===== src/imm_pkg.sv =====
package imm_pkg;

  localparam int unsigned MAX_DIM_DEF = 8;

  localparam int unsigned CMD_W    = 2;
  localparam int unsigned IDX_W    = 3;
  localparam int unsigned VAL_W    = 32;
  localparam int unsigned CFG_W    = 4;
  localparam int unsigned CFG_IX_W = 2;

  typedef enum logic [CMD_W-1:0] {
    CMD_LOAD_A  = 2'd0,
    CMD_LOAD_B  = 2'd1,
    CMD_COMPUTE = 2'd2
  } cmd_e;

  localparam logic [CFG_IX_W-1:0] REG_ROWS_A    = 2'd0;
  localparam logic [CFG_IX_W-1:0] REG_INNER_DIM = 2'd1;
  localparam logic [CFG_IX_W-1:0] REG_COLS_B    = 2'd2;

  typedef enum logic [1:0] {
    ST_IDLE,
    ST_RUN,
    ST_EMIT
  } state_e;

  typedef struct packed {
    logic clear;       // zero the accumulator for a new result element
    logic data_valid;  // memory read data holds a valid operand pair
  } mac_ctrl_t;

endpackage


===== src/imm_mac.sv =====
module imm_mac import imm_pkg::*; (
  input  logic             clk_i,
  input  logic             rst_ni,
  input  mac_ctrl_t        ctrl_i,
  input  logic [VAL_W-1:0] a_i,
  input  logic [VAL_W-1:0] b_i,
  output logic [VAL_W-1:0] acc_o,
  output logic             busy_o
);

  logic [VAL_W-1:0] prod_q;
  logic [VAL_W-1:0] acc_q, acc_d;
  logic             prod_vld_q;

  // low half of the product only: everything wraps modulo 2^32
  always_ff @(posedge clk_i) begin
    if (ctrl_i.data_valid) begin
      prod_q <= a_i * b_i;
    end
  end

  always_ff @(posedge clk_i or negedge rst_ni) begin
    if (!rst_ni) begin
      prod_vld_q <= 1'b0;
    end else begin
      prod_vld_q <= ctrl_i.data_valid;
    end
  end

  always_comb begin
    acc_d = acc_q;
    if (ctrl_i.clear) begin
      acc_d = '0;
    end else if (prod_vld_q) begin
      acc_d = acc_q + prod_q;
    end
  end

  always_ff @(posedge clk_i) begin
    acc_q <= acc_d;
  end

  assign acc_o  = acc_q;
  assign busy_o = prod_vld_q;

endmodule


===== config.mk =====
export PLATFORM = sky130hd
export DESIGN_NAME = imm_mac
export DESIGN_NICKNAME = d
export VERILOG_FILES = /design/src/imm_pkg.sv /design/src/imm_mac.sv
export SDC_FILE = /design/constraint.sdc
export NUM_CORES = 1
export LEC_CHECK = 0
export ABC_CLOCK_PERIOD_IN_PS = 7300
export BUFFER_PORTS_ARGS = -buffer_cell sky130_fd_sc_hd__buf_2
export CAP_MARGIN = 20
export CORE_ASPECT_RATIO = 0.6
export CORE_MARGIN = 5
export CORE_UTILIZATION = 65
export CTS_CLUSTER_SIZE = 40
export DETAILED_ROUTE_END_ITERATION = 6
export PLACE_DENSITY = 0.89
export SYNTH_ARGS = -nofsm -noshare
export SYNTH_HDL_FRONTEND = slang
export SYNTH_SLANG_ARGS = --single-unit
export TNS_END_PERCENT = 100

===== constraint.sdc =====
create_clock -name clk_i -period 7.3 [get_ports clk_i]
set_clock_uncertainty 0.2 [all_clocks]
set_input_delay 1.46 -clock clk_i [delete_from_list [all_inputs] [get_ports clk_i]]
set_output_delay 1.46 -clock clk_i [all_outputs]
set_load 0.01 [all_outputs]

==> results.md <==
* Commonest cells post-synth: 412 x inv_1, 409 x fa_1, 277 x nand2_1
* Warnings from Yosys at 0
* Initial Util at 0.666
* Initial antenna violation count at 1
* Post-route ant nets at 0
* Cells after Synth at 2105
* Synthesis-to-layout area growth at 18.6%
* CP required at 7190 ps
* DP Area at 21700 um2
* CP Capture Type: register
* Top cells by area, synth: fa_1 42%, ha_1 10%, and2_1 8.8%
* Post-synth top area share at 0.424
* Min-delay worst type: register to register
* Worst-skew pair later-pin latency at 340 ps
* Die W at 233 um
* Yosys reg bits at 65
* Crit path DAT at 7740 ps
* First-pass GRT wire length at 92900 um
* Status: finished with violations
* Final Hold Viols at 0
* Multi-input gate area at 16200 um2
* Fin crit share at 1.08
* Final Critical Period at 7850 ps
* Slew headroom at 0.448
* Share of cells above drive strength 1 at 0.199
* DIE AREA at 33400 um2
* Largest net degree at the start of global routing at 34
* Netlist Area Pre-Place at 19300 um2
* Pre-antenna DRT Iters at 7
* Rows at 48
* I/O pin cnt at 101
* Root buf cell: clkbuf_16
* Via count at 15948
* RSZ-0062 raised after global routing: yes
* Max Cap Viol at 0
* Gr ovfl total at 0
* Worst path bufs/invs at 10
* Async set-reset flop share out of synthesis at 0.0154
* WHS Endpoint: acc_o[4]
* Post-synthesis sequential area ratio at 0.0842
* Largest area contributor in the netlist: fa_1
* Register Area at 1630 um2
* Kind of critical path: input port to register
* Worst reg2reg path depth at 11
* Clk buf depth at 2
* Endpoints failing setup at 11
* Final WL at 60600 um
* Core area at 29000 um2
* FILL cells at 1705
* Flop-to-flop setup slack at 3840 ps
* Most common cell in the netlist: inv_1
* First DRT Iteration DRCs at 1756
* Vias per Instance at 5.78
* Number of synthesized flops with an enable pin at 32
* Num CTS Buffers at 9
* Nets at 2983
* Syn avg cell area at 9.17 um2
* Die H at 144 um
* Slew Viols, Final at 0
* Critical Path Slowest Stage Cell: fa_1
* Reg clk slew, reported paths at 60 ps
* Slew @ Worst Pin at 827 ps
* H-tree depth at 3
* Netlist cell types at 63
* Crit-path max cell delay at 550 ps
* Reg2reg start: prod_q[8]
* CTS tree: done
* Post-route cell area at 22900 um2
* Worst-path fanout max at 9
* CP Launch Type: input port
* Gr usage total at 0.363
* Setup ws final at -553 ps
* Clock Sinks at 65
* # port buffers at 100
* Detail Placement HPWL at 49700 um
* Placer Congestion at 1.00
* Delay-heaviest family, CP: adder cells
* Number of global-route vias before repair at 16865
* Hold depth at 2
* Ys flop type: edfxtp_1
* DR WL/cell at 22.0 um
* Failing checks: negative setup slack
* Most Frequent Cell on Critical Path: fa_1
* Upper clock frequency limit at 127 MHz
* Worst R2R End: acc_o[31]
* DR DRC count at 0
* Min-delay src: acc_o[4]
* Post-Syn Nets at 2736
-- registers in the layout, indices dropped and copies added, names as in the netlist --
name	count
acc_o	32
busy_o	1
prod_q	32
-- logic make-up after synthesis --
kind of cell | count (synthesis) | share of synthesized area
adders and majority gates | 563 | 0.524
AOI/OAI and AO/OA | 170 | 0.0604
buffers and inverters | 510 | 0.0997
muxes | 15 | 0.00778
DFF | 65 | 0.0842
xor gates and xnor gates | 107 | 0.0485
and+or+nand+nor | 675 | 0.175
-- tightest hold or removal path, cell delays in order, from the launching register on --
cell and delay (ps):
dfxtp_1 320, nand2_1 70, a21oi_1 50
-- placed cells by master, fill, tap and decap left out, types with 15 or more instances in the layout --
cell type | synthesis | routed
and2_1 | 271 | 252
a21o_1 | 27 | 27
edfxtp_1 | 32 | 32
dfxtp_1 | 32 | 32
buf_12 | 0 | 16
buf_6 | 1 | 29
fa_2 | 0 | 23
mux2i_1 | 15 | 15
xor2_1 | 21 | 20
buf_2 | 2 | 74
a21oi_1 | 53 | 42
inv_1 | 412 | 399
buf_4 | 0 | 208
and2_4 | 0 | 19
nor2_1 | 61 | 60
ha_1 | 154 | 137
fa_1 | 409 | 386
nand2_1 | 277 | 277
ha_4 | 0 | 15
xnor2_1 | 86 | 86
-- worst max path at each step --
| stage | startpoint | endpoint | slack, ps | cells after the start |
|---|---|---|---|---|
| final | a_i[13] | prod_q[30] | -550 | 25 |
| after global routing | a_i[13] | prod_q[30] | -750 | 25 |
| after floorplan | b_i[4] | prod_q[30] | -570 | 25 |
| after global placement | b_i[2] | prod_q[29] | -840 | 24 |
| after CTS | b_i[7] | prod_q[26] | -500 | 24 |
| after detailed placement | b_i[2] | prod_q[29] | -1010 | 24 |
-- layer usage --
layer,up-vias,part of all wire,global-route usage,routed length (um)
met5,-,0,0,0
met4,0,0.027,0.0727,1630
met3,140,0.15,0.159,9340
met2,1026,0.42,0.528,25700
met1,7926,0.40,0.514,23900
li1,6856,-,-,-
-- through the flow --
stage,hold WS [ps],setup slack (ps),instances,TNS (ps),utilization
after global placement,275,-842,2720,-9180,0.748
final,293,-553,2758,-4830,0.789
after CTS,292,-501,2745,-4080,0.774
after global routing,330,-748,2758,-6920,0.789
after detailed placement,284,-1010,2720,-12650,0.748
after floorplan,302,-573,2105,-4280,-
-- area by class of cell --
class / instances / area share
Antenna cell: 1 / 0.000109
Clock buffer: 9 / 0.00984
Clock inverter: 7 / 0.00268
Inverter: 412 / 0.0675
Multi-Input combinational cell: 1530 / 0.709
Sequential cell: 65 / 0.0710
Tap cell: 400 / 0.0219
Timing Repair Buffer: 334 / 0.118
-- timing repair --
item                                   4_1_cts  5_1_grt
cloned                                       0        3
setup buffers                                9       11
endpoints found under the hold margin        0        0
pin swaps                                   70       47
setup endpoints to repair                   17       17
hold buffers                                 0        0
gates resized for setup                     98       91
Power is left out: the tool's default activity adds up to more than one toggle a clock period on the data nets, which glitch-free logic cannot reach.
