**config.mk**
```make
export PLATFORM = sky130hd
export DESIGN_NAME = imm_ram
export DESIGN_NICKNAME = d
export VERILOG_FILES = /design/src/imm_pkg.sv /design/src/imm_ram.sv
export SDC_FILE = /design/constraint.sdc
export NUM_CORES = 2
export LEC_CHECK = 0
export BUFFER_PORTS_ARGS = -buffer_cell sky130_fd_sc_hd__buf_2
export CORE_ASPECT_RATIO = 1.4
export CORE_MARGIN = 2
export CORE_UTILIZATION = 45
export DETAILED_ROUTE_END_ITERATION = 6
export SLEW_MARGIN = 30
export SYNTH_ARGS = -nofsm -noshare
export SYNTH_HDL_FRONTEND = slang
export SYNTH_SLANG_ARGS = --single-unit
```
**constraint.sdc**
```tcl
create_clock -name clk_i -period 5.9 [get_ports clk_i]
set_clock_uncertainty 0.1 [all_clocks]
set_input_delay 0.59 -clock clk_i [delete_from_list [all_inputs] [get_ports clk_i]]
set_output_delay 0.59 -clock clk_i [all_outputs]
set_load 0.1 [all_outputs]
```
**src/imm_pkg.sv**
```systemverilog
package imm_pkg;

  localparam int unsigned MAX_DIM_DEF = 8;

  localparam int unsigned CMD_W    = 2;
  localparam int unsigned IDX_W    = 3;
  localparam int unsigned VAL_W    = 32;
  localparam int unsigned CFG_W    = 4;
  localparam int unsigned CFG_IX_W = 2;

  typedef enum logic [CMD_W-1:0] {
    CMD_LOAD_A  = 2'd0,
    CMD_LOAD_B  = 2'd1,
    CMD_COMPUTE = 2'd2
  } cmd_e;

  localparam logic [CFG_IX_W-1:0] REG_ROWS_A    = 2'd0;
  localparam logic [CFG_IX_W-1:0] REG_INNER_DIM = 2'd1;
  localparam logic [CFG_IX_W-1:0] REG_COLS_B    = 2'd2;

  typedef enum logic [1:0] {
    ST_IDLE,
    ST_RUN,
    ST_EMIT
  } state_e;

  typedef struct packed {
    logic clear;       // zero the accumulator for a new result element
    logic data_valid;  // memory read data holds a valid operand pair
  } mac_ctrl_t;

endpackage

```
**src/imm_ram.sv**
```systemverilog
module imm_ram import imm_pkg::*; #(
  parameter int unsigned DEPTH = MAX_DIM_DEF * MAX_DIM_DEF,
  parameter int unsigned WIDTH = VAL_W,
  localparam int unsigned AW   = $clog2(DEPTH)
) (
  input  logic             clk_i,
  input  logic             we_i,
  input  logic [AW-1:0]    waddr_i,
  input  logic [WIDTH-1:0] wdata_i,
  input  logic             re_i,
  input  logic [AW-1:0]    raddr_i,
  output logic [WIDTH-1:0] rdata_o
);

  logic [WIDTH-1:0] mem [DEPTH];
  logic [WIDTH-1:0] rdata_q;

  always_ff @(posedge clk_i) begin
    if (we_i) begin
      mem[waddr_i] <= wdata_i;
    end
  end

  always_ff @(posedge clk_i) begin
    if (re_i) begin
      rdata_q <= mem[raddr_i];
    end
  end

  assign rdata_o = rdata_q;

endmodule

```
==> metrics.md <==
| Metric | Value |
|---|---|
| Outcome | `completed` |
| Crit Path Max Fanout | `just over 60` |
| CTS tree | `yes` |
| Netlist cell types | `33` |
| Layout cells sized above 1 | `29.8%` |
| Die Height | `499 µm` |
| Max Clock Freq | `~290 MHz` |
| WL/cell | `~35 µm` |
| Sequential area share after synthesis | `between 70% and 80%` |
| Antenna Nets Post-Route | `0` |
| TritonRoute pass-1 iters | `5` |
| Fillers | `between 10000 and 15000` |
| RSZ-0062 raised after global routing | `false` |
| Ports | `79` |
| Post-Synthesis Cells | `around 3300` |
| Die Wd | `358 µm` |
| Setup TNS | `0 ns` |
| Slew Limit Fails | `0` |
| GR Overflow Total | `0` |
| Root Driver | `clkbuf_16` |
| Number of remaining DRC errors | `0` |
| IO buf count | `78` |
| Final Cycle Share | `58.9%` |
| CTS resizes | `0` |
| Synthesized flop and latch total | `roughly 2100` |
| Area delta synth->final | `13.0%` |
| Vias in the first global route | `between 30000 and 40000` |
| Global-route wire length before repair | `roughly 300000 µm` |
| Worst rel slew slack | `between 30 and 40%` |
| Slew @ Worst Pin | `between 1 and 1.5 ns` |
| Nets | `around 3600` |
| Synthesized area | `about 0.08 mm²` |
| Largest net degree at the start of global routing | `between 80 and 90` |
| Tmin final | `around 3.5 ns` |
| Cell Rows | `between 150 and 200` |
| H-tree depth | `4` |
| Sink Count | `2080` |
| Synthesized area per cell | `between 20 and 25 µm²` |
| Placed inst area | `between 0.08 and 0.09 mm²` |
| Endpoints failing setup | `0` |
| Leakage power | `roughly 27 nW` |
| Later-pin clock latency in the skew report | `0.84 ns` |
| Post-Route WL | `approximately 210000 µm` |
| Util after Layout | `between 50% and 60%` |
| Routed vias/inst | `between 6 and 7` |
| Power density over the cells | `between 300 and 400 mW/mm²` |
| CTS buffer count | `~190` |
| CP arrival | `a little under 4 ns` |
| WP data required | `between 6 and 7 ns` |
| Initial antenna violation count | `13` |
| Syn nets | `between 3000 and 4000` |
| Setup crit start kind | `input pin` |
| Longest Clk Path Bufs | `3` |
| Clk slew on worst S/H paths | `approximately 0.070 ns` |
| Postcts setup bufs | `0` |
| Multi-input gate area | `approximately 0.016 mm²` |
| Initial Util | `a little under half` |
| Worst Setup End Kind | `flop` |
| GRT Total Usage | `a little under a quarter` |
| Final hold violation count | `0` |
| Hold_buf cts | `0` |
| Initial DRC count | `approximately 4400` |
| Core ar. | `0.174 mm²` |
| Via count | `between 30000 and 40000` |
| Post-detail-place hpwl | `between 100000 and 150000 µm` |
| VDD IR max | `between 0.3 and 0.4 mV` |
| Yosys synthesis warning count | `0` |
| HP Class | `input pin to flop` |
| Final Cell Area | `0.0891 mm²` |
| Sequential cell area | `approximately 0.062 mm²` |
| Die area | `approximately 0.18 mm²` |
| Gpl congestion | `~0.8` |
| Type of the worst setup path | `input pin to flop` |
| Max-Cap Viols | `0` |
## report_power, final
part	switching, mW	total, mW	leakage (nW)	internal (mW)
sequential	0.0586	16.4	18.7	16.4
clock	5.35	11.5	2.74	6.14
combinational	1.19	1.74	6.00	0.550
## kinds of logic after synthesis
family | after synthesis | share of synthesized area (%)
flops | 2080 | 79.2
mux | 637 | 16.7
simple gates | 223 | 1.26
compound gates | 202 | 1.67
buf+inv | 182 | 1.12
## cells in the final DEF (no fill, tap or decap), drive strengths merged
master / instances
o32ai: 4
nand3b: 5
nand4: 2
or2: 3
or3: 3
a22oi: 12
and3: 4
o221ai: 27
mux2i: 93
inv: 7
mux4: 544
bufinv: 8
nor2: 137
nor2b: 15
nor3: 7
a41o: 4
nand2: 26
a31oi: 1
a311oi: 8
edfxtp: 2080
nand2b: 8
nand4b: 1
or3b: 5
and2: 2
nand3: 5
o22ai: 84
clkinvlp: 5
buf: 248
clkbuf: 222
clkinv: 94
diode: 5
a21oi: 62
## registers in the layout, indices dropped and copies added (netlist names)
register / flops
mem: 2048
rdata_o: 32
## final cells by class
class / instances / area share (%)
antenna: 5 / 0.0140
sequential: 2080 / 70.1
timing repair buffer: 248 / 2.37
clock inverter: 114 / 0.941
clock buffer: 222 / 5.38
multi-input combinational: 1062 / 18.0
tap: 2287 / 3.21
## metrics by stage
step / total power [mW] / hold WS [ns] / cells / setup WS, ns
after floorplan: 17.7 / 0.589 / 3324 / 2.05
after global placement: 18.5 / 0.694 / 5661 / 1.34
after detailed placement: 18.5 / 0.756 / 5674 / 1.55
after CTS: 29.9 / 0.163 / 6010 / 2.46
after global routing: 30.4 / 0.214 / 6014 / 2.29
final: 29.7 / 0.217 / 6018 / 2.42
## worst paths after layout
| check | slack, ns | endpoint | depth (start not counted) | start |
|---|---|---|---|---|
| hold / removal | 0.22 | rdata_o[7] | 3 | raddr_i[4] |
| hold reg to reg | 0.76 | rdata_o[17] | 4 | mem[12][17] |
| setup reg to reg | 3.30 | rdata_o[17] | 5 | mem[54][17] |
| setup / recovery | 2.42 | rdata_o[2] | 7 | raddr_i[1] |
## critical path, cell delays in order
cell,delay (ns)
buf_8,0.44
buf_12,0.44
buf_4,0.52
mux4_2,0.40
mux4_2,0.62
o22ai_1,0.59
nor2_1,0.11
## synth_stat cells
library cell  number  share of area [%]
or2_2              1             0.0079
a311oi_1           8              0.089
a22oi_1           12               0.11
mux2i_1           93                1.2
o32ai_1            4              0.044
or3b_1             2              0.022
o22ai_1           84               0.67
mux4_2           544                 16
a41o_1             4              0.051
or3_1              3              0.024
nand2_1           26               0.12
a31oi_1            1             0.0079
nand3b_1           5              0.048
o221ai_1          27               0.30
and3_1             4              0.032
buf_6              5              0.071
buf_1             21               0.10
or2_1              1             0.0079
or3b_2             3              0.033
or2_0              1             0.0079
nand4_1            2              0.016
and2_1             2              0.016
nand2b_1           8              0.063
nor2b_1           15               0.12
edfxtp_1        2080                 79
buf_4             25               0.24
nor3_1             7              0.044
nand3_1            5              0.032
nand4b_1           1              0.011
clkbuf_1          74               0.35
buf_2             57               0.36
nor2_1           137               0.65
a21oi_1           62               0.39
## routing by layer
metal  track usage, %  share of wire, %  vias to the layer above
li1                 -                 -                    14801
met1             31.5                38                    20233
met2             40.3                52                     1524
met3             3.39               7.1                      281
met4             8.60               3.5                        4
met5                0             0.011                        -
Power figures use the tool's default switching activity.
