<file path="config.mk">
export PLATFORM = sky130hd
export DESIGN_NAME = imm_ctrl
export DESIGN_NICKNAME = d
export VERILOG_FILES = /design/src/imm_pkg.sv /design/src/imm_ctrl.sv
export SDC_FILE = /design/constraint.sdc
export NUM_CORES = 1
export LEC_CHECK = 0
export BUFFER_PORTS_ARGS = -buffer_cell sky130_fd_sc_hd__buf_4
export CAP_MARGIN = 10
export CORE_UTILIZATION = 45
export DETAILED_ROUTE_END_ITERATION = 8
export PLACE_DENSITY = 0.8
export RECOVER_POWER = 100
export SYNTH_ARGS = -nofsm -noshare
export SYNTH_HDL_FRONTEND = slang
export SYNTH_SLANG_ARGS = --single-unit
</file>
<file path="constraint.sdc">
create_clock -name clk_i -period 3 [get_ports clk_i]
set_clock_uncertainty 0.2 [all_clocks]
set_input_delay 0.6 -clock clk_i [delete_from_list [all_inputs] [get_ports clk_i]]
set_output_delay 0.6 -clock clk_i [all_outputs]
set_load 0.01 [all_outputs]
</file>
<file path="src/imm_pkg.sv">
package imm_pkg;

  localparam int unsigned MAX_DIM_DEF = 8;

  localparam int unsigned CMD_W    = 2;
  localparam int unsigned IDX_W    = 3;
  localparam int unsigned VAL_W    = 32;
  localparam int unsigned CFG_W    = 4;
  localparam int unsigned CFG_IX_W = 2;

  typedef enum logic [CMD_W-1:0] {
    CMD_LOAD_A  = 2'd0,
    CMD_LOAD_B  = 2'd1,
    CMD_COMPUTE = 2'd2
  } cmd_e;

  localparam logic [CFG_IX_W-1:0] REG_ROWS_A    = 2'd0;
  localparam logic [CFG_IX_W-1:0] REG_INNER_DIM = 2'd1;
  localparam logic [CFG_IX_W-1:0] REG_COLS_B    = 2'd2;

  typedef enum logic [1:0] {
    ST_IDLE,
    ST_RUN,
    ST_EMIT
  } state_e;

  typedef struct packed {
    logic clear;       // zero the accumulator for a new result element
    logic data_valid;  // memory read data holds a valid operand pair
  } mac_ctrl_t;

endpackage

</file>
<file path="src/imm_ctrl.sv">
module imm_ctrl import imm_pkg::*; #(
  parameter int unsigned MAX_DIM = MAX_DIM_DEF,
  localparam int unsigned AW     = $clog2(MAX_DIM * MAX_DIM),
  localparam int unsigned CNT_W  = $clog2(MAX_DIM + 1)
) (
  input  logic                    clk_i,
  input  logic                    rst_ni,
  input  logic [CNT_W-1:0]        nr_i,
  input  logic [CNT_W-1:0]        nk_i,
  input  logic [CNT_W-1:0]        nc_i,
  input  logic                    in_valid_i,
  output logic                    in_stall_o,
  input  logic [CMD_W-1:0]        command_i,
  input  logic [IDX_W-1:0]        row_i,
  input  logic [IDX_W-1:0]        col_i,
  output logic                    a_we_o,
  output logic                    b_we_o,
  output logic [AW-1:0]           a_waddr_o,
  output logic [AW-1:0]           b_waddr_o,
  output logic                    rd_en_o,
  output logic [AW-1:0]           a_raddr_o,
  output logic [AW-1:0]           b_raddr_o,
  output mac_ctrl_t               mac_ctrl_o,
  input  logic [VAL_W-1:0]        acc_i,
  input  logic                    mac_busy_i,
  output logic                    out_valid_o,
  input  logic                    out_stall_i,
  output logic [IDX_W-1:0]        out_row_o,
  output logic [IDX_W-1:0]        out_col_o,
  output logic signed [VAL_W-1:0] product_value_o,
  output logic                    last_o
);

  state_e state_q, state_d;

  logic [CNT_W-1:0] i_q, j_q, k_q;
  logic             rd_pending_q;
  logic             out_valid_q;
  logic [IDX_W-1:0] out_row_q, out_col_q;
  logic [VAL_W-1:0] out_val_q;
  logic             out_last_q;

  logic accept, is_compute, in_range, empty_result;
  logic issue, done, emit_fire, last_elem, start, advance;

  assign accept       = in_valid_i && !in_stall_o;
  assign in_range     = (32'(row_i) < MAX_DIM) && (32'(col_i) < MAX_DIM);
  assign empty_result = (nr_i == '0) || (nc_i == '0);
  assign last_elem    = (CNT_W'(i_q + CNT_W'(1)) == nr_i) &&
                        (CNT_W'(j_q + CNT_W'(1)) == nc_i);
  assign emit_fire    = !out_valid_q || !out_stall_i;

  // load decode; loads complete in the accept cycle
  always_comb begin
    a_we_o     = 1'b0;
    b_we_o     = 1'b0;
    is_compute = 1'b0;
    unique case (cmd_e'(command_i))
      CMD_LOAD_A:  a_we_o     = accept && in_range;
      CMD_LOAD_B:  b_we_o     = accept && in_range;
      CMD_COMPUTE: is_compute = 1'b1;
      default: ;
    endcase
  end

  assign a_waddr_o = AW'(AW'(row_i) * AW'(MAX_DIM) + AW'(col_i));
  assign b_waddr_o = AW'(AW'(col_i) * AW'(MAX_DIM) + AW'(row_i));

  // B is held transposed, so both operands walk along a row
  assign a_raddr_o = AW'(AW'(i_q) * AW'(MAX_DIM) + AW'(k_q));
  assign b_raddr_o = AW'(AW'(j_q) * AW'(MAX_DIM) + AW'(k_q));

  always_comb begin
    state_d = state_q;
    unique case (state_q)
      ST_IDLE: begin
        if (accept && is_compute && !empty_result) begin
          state_d = ST_RUN;
        end
      end
      ST_RUN: begin
        if (done) begin
          state_d = ST_EMIT;
        end
      end
      ST_EMIT: begin
        if (emit_fire) begin
          state_d = last_elem ? ST_IDLE : ST_RUN;
        end
      end
      default: state_d = ST_IDLE;
    endcase
  end

  always_comb begin
    in_stall_o = 1'b1;
    issue      = 1'b0;
    done       = 1'b0;
    start      = 1'b0;
    advance    = 1'b0;
    unique case (state_q)
      ST_IDLE: begin
        in_stall_o = 1'b0;
        start      = accept && is_compute && !empty_result;
      end
      ST_RUN: begin
        issue = (k_q != nk_i);
        done  = (k_q == nk_i) && !rd_pending_q && !mac_busy_i;
      end
      ST_EMIT: begin
        advance = emit_fire && !last_elem;
      end
      default: ;
    endcase
  end

  assign rd_en_o               = issue;
  assign mac_ctrl_o.clear      = start || advance;
  assign mac_ctrl_o.data_valid = rd_pending_q;

  always_ff @(posedge clk_i or negedge rst_ni) begin
    if (!rst_ni) begin
      state_q      <= ST_IDLE;
      i_q          <= '0;
      j_q          <= '0;
      k_q          <= '0;
      rd_pending_q <= 1'b0;
      out_valid_q  <= 1'b0;
    end else begin
      state_q      <= state_d;
      rd_pending_q <= issue;
      if (start) begin
        i_q <= '0;
        j_q <= '0;
        k_q <= '0;
      end else if (advance) begin
        k_q <= '0;
        if (CNT_W'(j_q + CNT_W'(1)) == nc_i) begin
          j_q <= '0;
          i_q <= CNT_W'(i_q + CNT_W'(1));
        end else begin
          j_q <= CNT_W'(j_q + CNT_W'(1));
        end
      end else if (issue) begin
        k_q <= CNT_W'(k_q + CNT_W'(1));
      end
      if (state_q == ST_EMIT && emit_fire) begin
        out_valid_q <= 1'b1;
      end else if (!out_stall_i) begin
        out_valid_q <= 1'b0;
      end
    end
  end

  always_ff @(posedge clk_i) begin
    if (state_q == ST_EMIT && emit_fire) begin
      out_row_q  <= IDX_W'(i_q);
      out_col_q  <= IDX_W'(j_q);
      out_val_q  <= acc_i;
      out_last_q <= last_elem;
    end
  end

  assign out_valid_o     = out_valid_q;
  assign out_row_o       = out_row_q;
  assign out_col_o       = out_col_q;
  assign product_value_o = signed'(out_val_q);
  assign last_o          = out_last_q;

`ifndef NO_ASSERTIONS
  a_drained_on_emit: assert property (@(posedge clk_i) disable iff (!rst_ni)
    (state_q == ST_EMIT) |-> (!rd_pending_q && !mac_busy_i))
    else $error("result emitted before the multiply-accumulate pipe drained");

  a_issue_in_bounds: assert property (@(posedge clk_i) disable iff (!rst_ni)
    issue |-> ((i_q < nr_i) && (j_q < nc_i) && (k_q < nk_i)))
    else $error("operand read outside the configured dimensions");

  a_idle_after_last: assert property (@(posedge clk_i) disable iff (!rst_ni)
    (state_q == ST_EMIT && emit_fire && last_elem) |=>
      (state_q == ST_IDLE && out_valid_q && out_last_q))
    else $error("final element did not end the compute run");

  a_no_load_while_busy: assert property (@(posedge clk_i) disable iff (!rst_ni)
    (a_we_o || b_we_o) |-> (state_q == ST_IDLE && !rd_pending_q && !mac_busy_i))
    else $error("matrix write during a compute run");
`endif

endmodule

</file>
==> results of run 1 <==
==> metrics by stage <==
step / worst slack, ns / instance area, um2
3_5_place_dp: 0.309 / 3240
2_1_floorplan: 0.486 / 2460
6_report: 0.130 / 3130
3_3_place_gp: 0.357 / 3240
4_1_cts: 0.0427 / 3360
5_1_grt: 0.0389 / 3130
==> sequential cells by signal, summed over array words and instances, names as in the netlist <==
signal,count
i_q,4
state_q,2
out_row_o,3
rd_pending_q,1
last_o,1
k_q,4
out_valid_o,1
product_value_o,32
j_q,4
out_col_o,3
==> routing by layer <==
| layer | vias to the layer above | share of wire |
|---|---|---|
| met2 | 97 | 0.46 |
| met1 | 815 | 0.43 |
| met4 | 0 | 0.0074 |
| li1 | 810 | - |
| met3 | 4 | 0.099 |
| met5 | - | 0 |
==> how the worst max path moves through the flow <==
stage / start / end / slack (ns) / cells past startpoint
finish: j_q[0]$_DFFE_PN0P_ / mac_ctrl_o[1] / 0.13 / 6
floorplan: out_stall_i / last_o$_DFFE_PP_ / 0.49 / 5
detailed placement: nc_i[2] / mac_ctrl_o[1] / 0.31 / 6
global route: j_q[0]$_DFFE_PN0P_ / mac_ctrl_o[1] / 0.04 / 6
global placement: nr_i[2] / mac_ctrl_o[1] / 0.36 / 6
CTS: j_q[0]$_DFFE_PN0P_ / mac_ctrl_o[1] / 0.04 / 6
==> placed cells by master, fill, tap and decap left out, drive strengths merged, types with 3 or more instances in the layout <==
master	netlist	routed
xor2	8	8
nand2b	3	3
inv	4	4
xnor2	10	10
edfxtp	39	39
a21oi	8	8
buf	19	18
nor2	6	6
ha	7	7
nand3	6	6
nand2	7	7
clkbuf	2	100
dfrtp	16	16
o21ai	7	7
==> report_power, final <==
group	internal (uW)	switching, uW
Combinational	225	258
Clock	249	226
Sequential	879	86.6
Total	1350	570
==> cells in the mapped netlist, types with 2 or more instances <==
library cell / n
nor2_1: 6
inv_1: 4
o21ai_1: 4
clkbuf_1: 2
o31ai_1: 2
or4_1: 2
xnor2_1: 8
o22ai_1: 2
nand4_1: 2
o21ai_0: 2
nand3_1: 5
buf_4: 19
nor2b_1: 2
or3_1: 2
nor4_1: 2
a21oi_1: 8
nand2b_1: 3
dfrtp_1: 16
nor3_1: 2
xor2_1: 8
edfxtp_1: 39
nand2_1: 7
nor3b_1: 2
xnor2_2: 2
ha_1: 7
xnor3_1: 2
==> cell type report <==
| class | instances | area, um2 | area share |
|---|---|---|---|
| clock inverter | 2 | 37.5 | 0.0120 |
| clock buffer | 6 | 72.6 | 0.0232 |
| multi-input combinational | 93 | 722 | 0.231 |
| inverter | 4 | 15.0 | 0.00480 |
| tap | 70 | 87.6 | 0.0280 |
| timing repair buffer | 113 | 619 | 0.198 |
| sequential | 55 | 1570 | 0.503 |
==> worst register-to-register path: cells and delay by family, from the launching register on <==
family	cells	cell delay, ns
buffers and inverters	3	1.06
AND/OR/NAND/NOR	2	0.52
flip-flops	1	0.43
==> cells by family (layout without fill, tap and decap cells) <==
family | Yosys count | after routing | synth area share
simple gates | 41 | 41 | 0.101
fa+ha+maj | 7 | 7 | 0.0356
xor+xnor | 20 | 20 | 0.0885
buf+inv | 25 | 125 | 0.0671
flops | 55 | 55 | 0.639
compound gates | 24 | 24 | 0.0656
mux | 1 | 1 | 0.00407
==> timing repair <==
item / 4_1_cts / 5_1_grt
hold buffers: 1 / 0
hold endpoints to repair: 16 / 0
gates resized for setup: 0 / 4
setup endpoints to repair: 0 / 1
==> impl_metrics.env, run 1 <==
export IMPL_synth_edf_count=39
export IMPL_fp_dieArea_um2=5770
export IMPL_synthesis_nets=237
export IMPL_netlist_top_cells_area="edfxtp_1, dfrtp_1, buf_4"
export IMPL_max_stage_delay_ns=0.47
export IMPL_outcome="complete, no violations"
export IMPL_crit_required_ns=2.20
export IMPL_power_density_nw_per_um2=615
export IMPL_io_pins=127
export IMPL_fillers=461
export IMPL_holdWs_ns=0.289
export IMPL_crit_arrival_ns=2.07
export IMPL_cp_top_family="flip-flops"
export IMPL_cts_made_buffers=5
export IMPL_ys_seq_area_frac=0.639
export IMPL_cts_tree="done"
export IMPL_rows=26
export IMPL_syn_area_um2=2460
export IMPL_ctsHtreeMaxLevel=2
export IMPL_crit_path_end_kind="primary output"
export IMPL_synthFlopType="edfxtp_1"
export IMPL_synthCells=173
export IMPL_wl_per_cell_um=15.0
export IMPL_timing_rr_start="state_q[0]$_DFFE_PN0P_"
export IMPL_met1_usage=0.244
export IMPL_hp_start="acc_i[3]"
export IMPL_fmax_mhz=348
export IMPL_die_h_um=76.0
export IMPL_rsz0062_at_grt="false"
export IMPL_coreArea_um2=5170
export IMPL_start_util=0.476
export IMPL_slew_headroom=0.377
export IMPL_clk_latency_ns=0.30
export IMPL_grt_pass1_vias=1603
export IMPL_fin_crit_sh=0.957
export IMPL_worstSetupStartpointType="flop"
export IMPL_yosys_warnings=0
export IMPL_post_route_util=0.605
export IMPL_nets=336
export IMPL_min_path_type="in -> reg"
export IMPL_fp_dieW_um=76.0
export IMPL_cap_violations=0
export IMPL_clock_root_buffer="clkbuf_8"
export IMPL_finalHoldViolations=0
export IMPL_finalCriticalPeriod_ns=2.87
export IMPL_ant_nets=0
export IMPL_yosysUniqueCellTypes=39
export IMPL_synth_top_cell_area_share=0.476
export IMPL_syn_avg_cell_area_um2=14.2
export IMPL_drive_above_1_share=0.245
export IMPL_irDropWorstVdd_mv=0.391
export IMPL_cts_sinks=55
export IMPL_r2r_cells=5
export IMPL_place_hpwl_mm=3.94
export IMPL_cp_slowest_cell="dfrtp_2"
export IMPL_max_slew_worst_pin_slew_ns=0.934
export IMPL_use_met2=0.291
export IMPL_slew_violations=0
export IMPL_antenna_found_initial=0
export IMPL_ctsLongestPathBuffers=2
export IMPL_fin_total_pwr_uw=1920
export IMPL_vias=1726
export IMPL_holdPathEnd="product_value_o[3]$_DFFE_PP_"
export IMPL_async_reset_ff_frac=0.291
export IMPL_tns_ns=0
export IMPL_fin_cells=343
export IMPL_grt_pass1_wl_mm=8.16
export IMPL_grt_max_degree=40
export IMPL_clkTransAtPathRegs_ns=0.09
export IMPL_drtIter0Drc=72
export IMPL_area_growth_pct=27.1
export IMPL_worstPathCellList="ha_1, xnor2_2, and3_4, nor4b_4, o21ai_2, buf_4"
export IMPL_met3_usage=0.0663
export IMPL_gr_total_overflow=0
export IMPL_cp_num_buf_inv=1
export IMPL_reg2reg_slack_ns=0.42
export IMPL_p_leak_uw=0.00121
export IMPL_post_cts_buffers=0
export IMPL_cp_max_fo=7
export IMPL_r2r_end="out_row_o[2]$_DFFE_PP_"
export IMPL_portBuffers=108
export IMPL_setup_viol=0
export IMPL_place_inst=334
export IMPL_place_gp_congestion=0.884
export IMPL_via_per_inst=5.03
export IMPL_drc=0
export IMPL_top_usage_layer="met2"
export IMPL_path_class="reg -> out"
export IMPL_antennaDiodeCount=0
export IMPL_yosysTopAreaCell="edfxtp_1"
export IMPL_drtPass1Iterations=5
export IMPL_grt_usage=0.184
export IMPL_ys_ff_latch=55
export IMPL_wirelength_mm=5.16
export IMPL_hold_path_depth=1
Power figures use the tool's default switching activity.
==> run 2, diff against run 1 <==
--- a/config.mk
+++ b/config.mk
@@ -7,9 +7,11 @@
 export LEC_CHECK = 0
 export BUFFER_PORTS_ARGS = -buffer_cell sky130_fd_sc_hd__buf_4
 export CAP_MARGIN = 10
-export CORE_UTILIZATION = 45
+export CORE_MARGIN = 2
+export CORE_UTILIZATION = 47
+export CTS_BUF_LIST = sky130_fd_sc_hd__clkbuf_8
 export DETAILED_ROUTE_END_ITERATION = 8
-export PLACE_DENSITY = 0.8
+export PLACE_DENSITY = 0.83
 export RECOVER_POWER = 100
 export SYNTH_ARGS = -nofsm -noshare
 export SYNTH_HDL_FRONTEND = slang
==> impl_metrics.env, run 2 (synthesis gave the netlist of run 1 again) <==
export IMPL_wl_per_cell_um=15.6
export IMPL_ctsLongestPathBuffers=2
export IMPL_post_route_util=0.614
export IMPL_finalHoldViolations=0
export IMPL_grt_max_degree=28
export IMPL_fp_dieW_um=76.4
export IMPL_fmax_mhz=349
export IMPL_crit_arrival_ns=2.06
export IMPL_antenna_found_initial=0
export IMPL_grt_usage=0.185
export IMPL_place_inst=335
export IMPL_post_cts_buffers=0
export IMPL_place_hpwl_mm=4.12
export IMPL_via_per_inst=5.00
export IMPL_rows=26
export IMPL_nets=337
export IMPL_fillers=490
export IMPL_fin_cells=343
export IMPL_antennaDiodeCount=0
export IMPL_area_growth_pct=26.6
export IMPL_clock_root_buffer="clkbuf_8"
export IMPL_slew_violations=0
export IMPL_vias=1714
export IMPL_fin_total_pwr_uw=1890
export IMPL_outcome="complete, no violations"
export IMPL_placed_cell_area_um2=3250
export IMPL_irDropWorstVdd_mv=0.534
export IMPL_rsz0062_at_grt="false"
export IMPL_place_gp_congestion=0.748
export IMPL_ant_nets=0
export IMPL_final_cell_mix="clkbuf_1, edfxtp_1, clkbuf_4"
export IMPL_max_slew_worst_pin_slew_ns=0.896
export IMPL_power_density_nw_per_um2=607
export IMPL_clk_latency_ns=0.30
export IMPL_cts_sinks=55
export IMPL_largest_reg_flops=32
export IMPL_worstSetupStartpointType="flop"
export IMPL_cap_violations=0
export IMPL_ctsHtreeMaxLevel=2
export IMPL_finalCriticalPeriod_ns=2.86
export IMPL_drtPass1Iterations=4
export IMPL_grt_pass1_wl_mm=8.53
export IMPL_tns_ns=0
export IMPL_stdcell_area_um2=3120
export IMPL_drc=0
export IMPL_grt_pass1_vias=1667
export IMPL_portBuffers=108
export IMPL_wirelength_mm=5.34
export IMPL_die_h_um=76.4
export IMPL_cts_made_buffers=5
export IMPL_setup_viol=0
export IMPL_cp_max_fo=7
export IMPL_drtIter0Drc=117
export IMPL_path_class="reg -> out"
export IMPL_gr_total_overflow=0
export IMPL_drive_above_1_share=0.242
export IMPL_fin_crit_sh=0.954
export IMPL_final_common_cell="clkbuf_1"
export IMPL_slew_headroom=0.403
export IMPL_min_path_type="in -> reg"
export IMPL_crit_path_end_kind="primary output"
export IMPL_cts_tree="done"
export IMPL_start_util=0.485
export IMPL_clkTransAtPathRegs_ns=0.09
export IMPL_p_leak_uw=0.00121
export IMPL_io_pins=127
export IMPL_coreArea_um2=5070
export IMPL_fp_dieArea_um2=5830
export IMPL_crit_required_ns=2.20
==> run 2: cell count changes in the layout (fill, tap and decap cells not counted) <==
| cell | delta |
|---|---|
| and3_2 | +1 |
| and3_4 | -1 |
| o21ai_0 | -1 |
| o21ai_1 | +1 |
| xnor2_1 | +1 |
| xnor2_2 | -1 |
==> run 2: layout make-up <==
cell class              count  area, um2  share of cell area
flip-flops and latches     55       1570               0.505
multi-input cells          93        711               0.228
repair buffers            114        623               0.200
well taps                  70       87.6              0.0281
clock buffers               5       68.8              0.0221
clock inverters             2       37.5              0.0120
inverters                   4       15.0             0.00482
==> run 2: timing repair <==
action | in CTS | in global routing
resized for setup | 0 | 3
hold buffers | 1 | 0
setup endpoints to repair | 0 | 1
endpoints found under the hold margin | 16 | 0
==> run 2: final timing paths <==
kind	start	to	slack (ns)	cells past startpoint
worst min-delay path	acc_i[15]	product_value_o[15]$_DFFE_PP_	0.30	1
worst min register to register	state_q[1]$_DFFE_PN0P_	state_q[0]$_DFFE_PN0P_	0.35	1
worst max register to register	state_q[0]$_DFFE_PN0P_	j_q[1]$_DFFE_PN0P_	0.59	7
max in group asynchronous	rst_ni	j_q[0]$_DFFE_PN0P_	1.26	2
min in group asynchronous	rst_ni	out_valid_o$_DFFE_PN0P_	0.73	2
worst max-delay path	j_q[0]$_DFFE_PN0P_	mac_ctrl_o[1]	0.14	6
==> run 2: metrics by stage <==
step,hold slack (ns),setup slack (ns)
after floorplan,0.104,0.486
after global placement,0.274,0.360
after detailed placement,0.274,0.352
after CTS,0.263,0.0614
after global routing,0.279,0.00602
final,0.296,0.138
==> run 2: critical path: stages, from the launching register on <==
cell and delay (ns):
dfrtp_2 0.46, ha_1 0.34, xnor2_1 0.20, and3_2 0.24, nor4b_4 0.23, o21ai_2 0.14
buf_4 0.16
==> run 2: per-layer routing <==
layer  vias to the layer above  share of wire  GRT usage
met5                         -              0          0
met4                         0          0.023     0.0727
met3                        13          0.097     0.0616
met2                        97           0.45      0.281
met1                       788           0.43      0.247
li1                        816              -          -
==> run 2: report_power, final <==
group          internal (uW)  switching, uW
registers                879           85.1
clock network            244            217
logic                    217            251
total                   1340            553
==> run 3, diff against run 2 <==
--- a/config.mk
+++ b/config.mk
@@ -13,6 +13,7 @@
 export DETAILED_ROUTE_END_ITERATION = 8
 export PLACE_DENSITY = 0.83
 export RECOVER_POWER = 100
+export REMOVE_ABC_BUFFERS = 1
 export SYNTH_ARGS = -nofsm -noshare
 export SYNTH_HDL_FRONTEND = slang
 export SYNTH_SLANG_ARGS = --single-unit
==> impl_metrics.env, run 3 (synthesis gave the netlist of run 1 again) <==
export IMPL_fillers=474
export IMPL_rsz0062_at_grt="false"
export IMPL_crit_path_end_kind="primary output"
export IMPL_fin_total_pwr_uw=1920
export IMPL_gr_total_overflow=0
export IMPL_ctsLongestPathBuffers=2
export IMPL_worstSetupStartpointType="flop"
export IMPL_via_per_inst=5.01
export IMPL_vias=1713
export IMPL_drtPass1Iterations=4
export IMPL_start_util=0.485
export IMPL_fmax_mhz=347
export IMPL_cts_sinks=55
export IMPL_ctsHtreeMaxLevel=2
export IMPL_cts_tree="done"
export IMPL_crit_arrival_ns=2.08
export IMPL_grt_max_degree=36
export IMPL_max_slew_worst_pin_slew_ns=0.929
export IMPL_fp_dieW_um=76.4
export IMPL_stdcell_area_um2=3120
export IMPL_multi_input_area_um2=712
export IMPL_setup_viol=0
export IMPL_largest_reg_flops=32
export IMPL_slew_headroom=0.381
export IMPL_place_hpwl_mm=4.29
export IMPL_cap_violations=0
export IMPL_rows=26
export IMPL_io_pins=127
export IMPL_drtIter0Drc=94
export IMPL_drive_above_1_share=0.243
export IMPL_slew_violations=0
export IMPL_antenna_found_initial=0
export IMPL_clk_latency_ns=0.30
export IMPL_grt_pass1_vias=1683
export IMPL_nets=336
export IMPL_place_gp_congestion=0.767
export IMPL_crit_required_ns=2.20
export IMPL_die_h_um=76.4
export IMPL_cp_max_fo=7
export IMPL_path_class="reg -> out"
export IMPL_wl_per_cell_um=16.2
export IMPL_coreArea_um2=5070
export IMPL_antennaDiodeCount=0
export IMPL_fin_crit_sh=0.960
export IMPL_tns_ns=0
export IMPL_fin_cells=342
export IMPL_clkTransAtPathRegs_ns=0.10
export IMPL_ff_latch_area_um2=1570
export IMPL_grt_usage=0.197
export IMPL_placed_cell_area_um2=3250
export IMPL_ant_nets=0
export IMPL_wirelength_mm=5.53
export IMPL_final_common_cell="clkbuf_1"
export IMPL_clock_root_buffer="clkbuf_8"
export IMPL_post_route_util=0.614
export IMPL_min_path_type="in -> reg"
export IMPL_outcome="complete, no violations"
export IMPL_cts_made_buffers=5
export IMPL_irDropWorstVdd_mv=0.460
export IMPL_final_cell_mix="clkbuf_1, edfxtp_1, clkbuf_4"
export IMPL_p_leak_uw=0.00121
export IMPL_finalHoldViolations=0
export IMPL_grt_pass1_wl_mm=9.00
export IMPL_fp_dieArea_um2=5830
export IMPL_power_density_nw_per_um2=615
export IMPL_drc=0
export IMPL_post_cts_buffers=0
export IMPL_portBuffers=108
export IMPL_place_inst=334
export IMPL_area_growth_pct=26.7
export IMPL_finalCriticalPeriod_ns=2.88
-- run 3: cell types whose count changed in the layout (fill, tap and decap cells not counted) --
cell      delta
clkbuf_1     -2
and3_1       +1
and3_2       -1
clkbuf_4     +1
nand3_1      +1
nand3_2      -1
xnor2_1      -1
xnor2_2      +1
-- run 3: worst max-delay path, cell delays in order (launching register included) --
cell      delay (ns)
dfrtp_2         0.47
ha_1            0.36
xnor2_2         0.16
and3_1          0.23
nor4b_4         0.26
o21ai_2         0.14
clkbuf_4        0.16
-- run 3: path summary, 6_finish.rpt --
| check | startpoint | to | slack (ns) | cells past startpoint |
|---|---|---|---|---|
| min | acc_i[21] | product_value_o[21]$_DFFE_PP_ | 0.29 | 1 |
| max | j_q[0]$_DFFE_PN0P_ | mac_ctrl_o[1] | 0.12 | 6 |
| min reg2reg | j_q[1]$_DFFE_PN0P_ | out_col_o[1]$_DFFE_PP_ | 0.34 | 0 |
| max reg2reg | state_q[0]$_DFFE_PN0P_ | product_value_o[27]$_DFFE_PP_ | 0.62 | 4 |
| min in group asynchronous | rst_ni | out_valid_o$_DFFE_PN0P_ | 0.74 | 2 |
| max in group asynchronous | rst_ni | i_q[0]$_DFFE_PN0P_ | 1.22 | 2 |
-- run 3: layout make-up --
cell class | instances | area share
multi-input cells | 93 | 0.228
well taps | 70 | 0.0281
flip-flops and latches | 55 | 0.505
clock buffers | 5 | 0.0221
repair buffers | 113 | 0.200
inverters | 4 | 0.00482
clock inverters | 2 | 0.0120
-- run 3: stage by stage --
step                      setup slack, ns  hold WS (ns)
after floorplan                     0.549         0.104
after global placement              0.353         0.275
after detailed placement            0.318         0.278
after CTS                          0.0303         0.265
after global routing               0.0147         0.275
final                               0.121         0.295
-- run 3: report_power, final --
group | switching, uW | leakage [uW] | internal (uW) | total, uW
combinational | 256 | 0.000620 | 221 | 477
sequential | 83.5 | 0.000544 | 879 | 963
clock | 232 | 0.0000502 | 244 | 476
-- run 3: layer usage --
metal | track usage | vias up | routed length (um)
li1 | - | 814 | -
met1 | 0.249 | 785 | 2340
met2 | 0.322 | 109 | 2650
met3 | 0.0687 | 5 | 488
met4 | 0.0600 | 0 | 47
met5 | 0 | - | 0
-- run 3: what timing repair did --
| action | in CTS | in global routing |
|---|---|---|
| hold endpoints to repair | 16 | 0 |
| resized for setup | 0 | 4 |
| endpoints found under the setup margin | 0 | 1 |
| hold buffers | 1 | 0 |
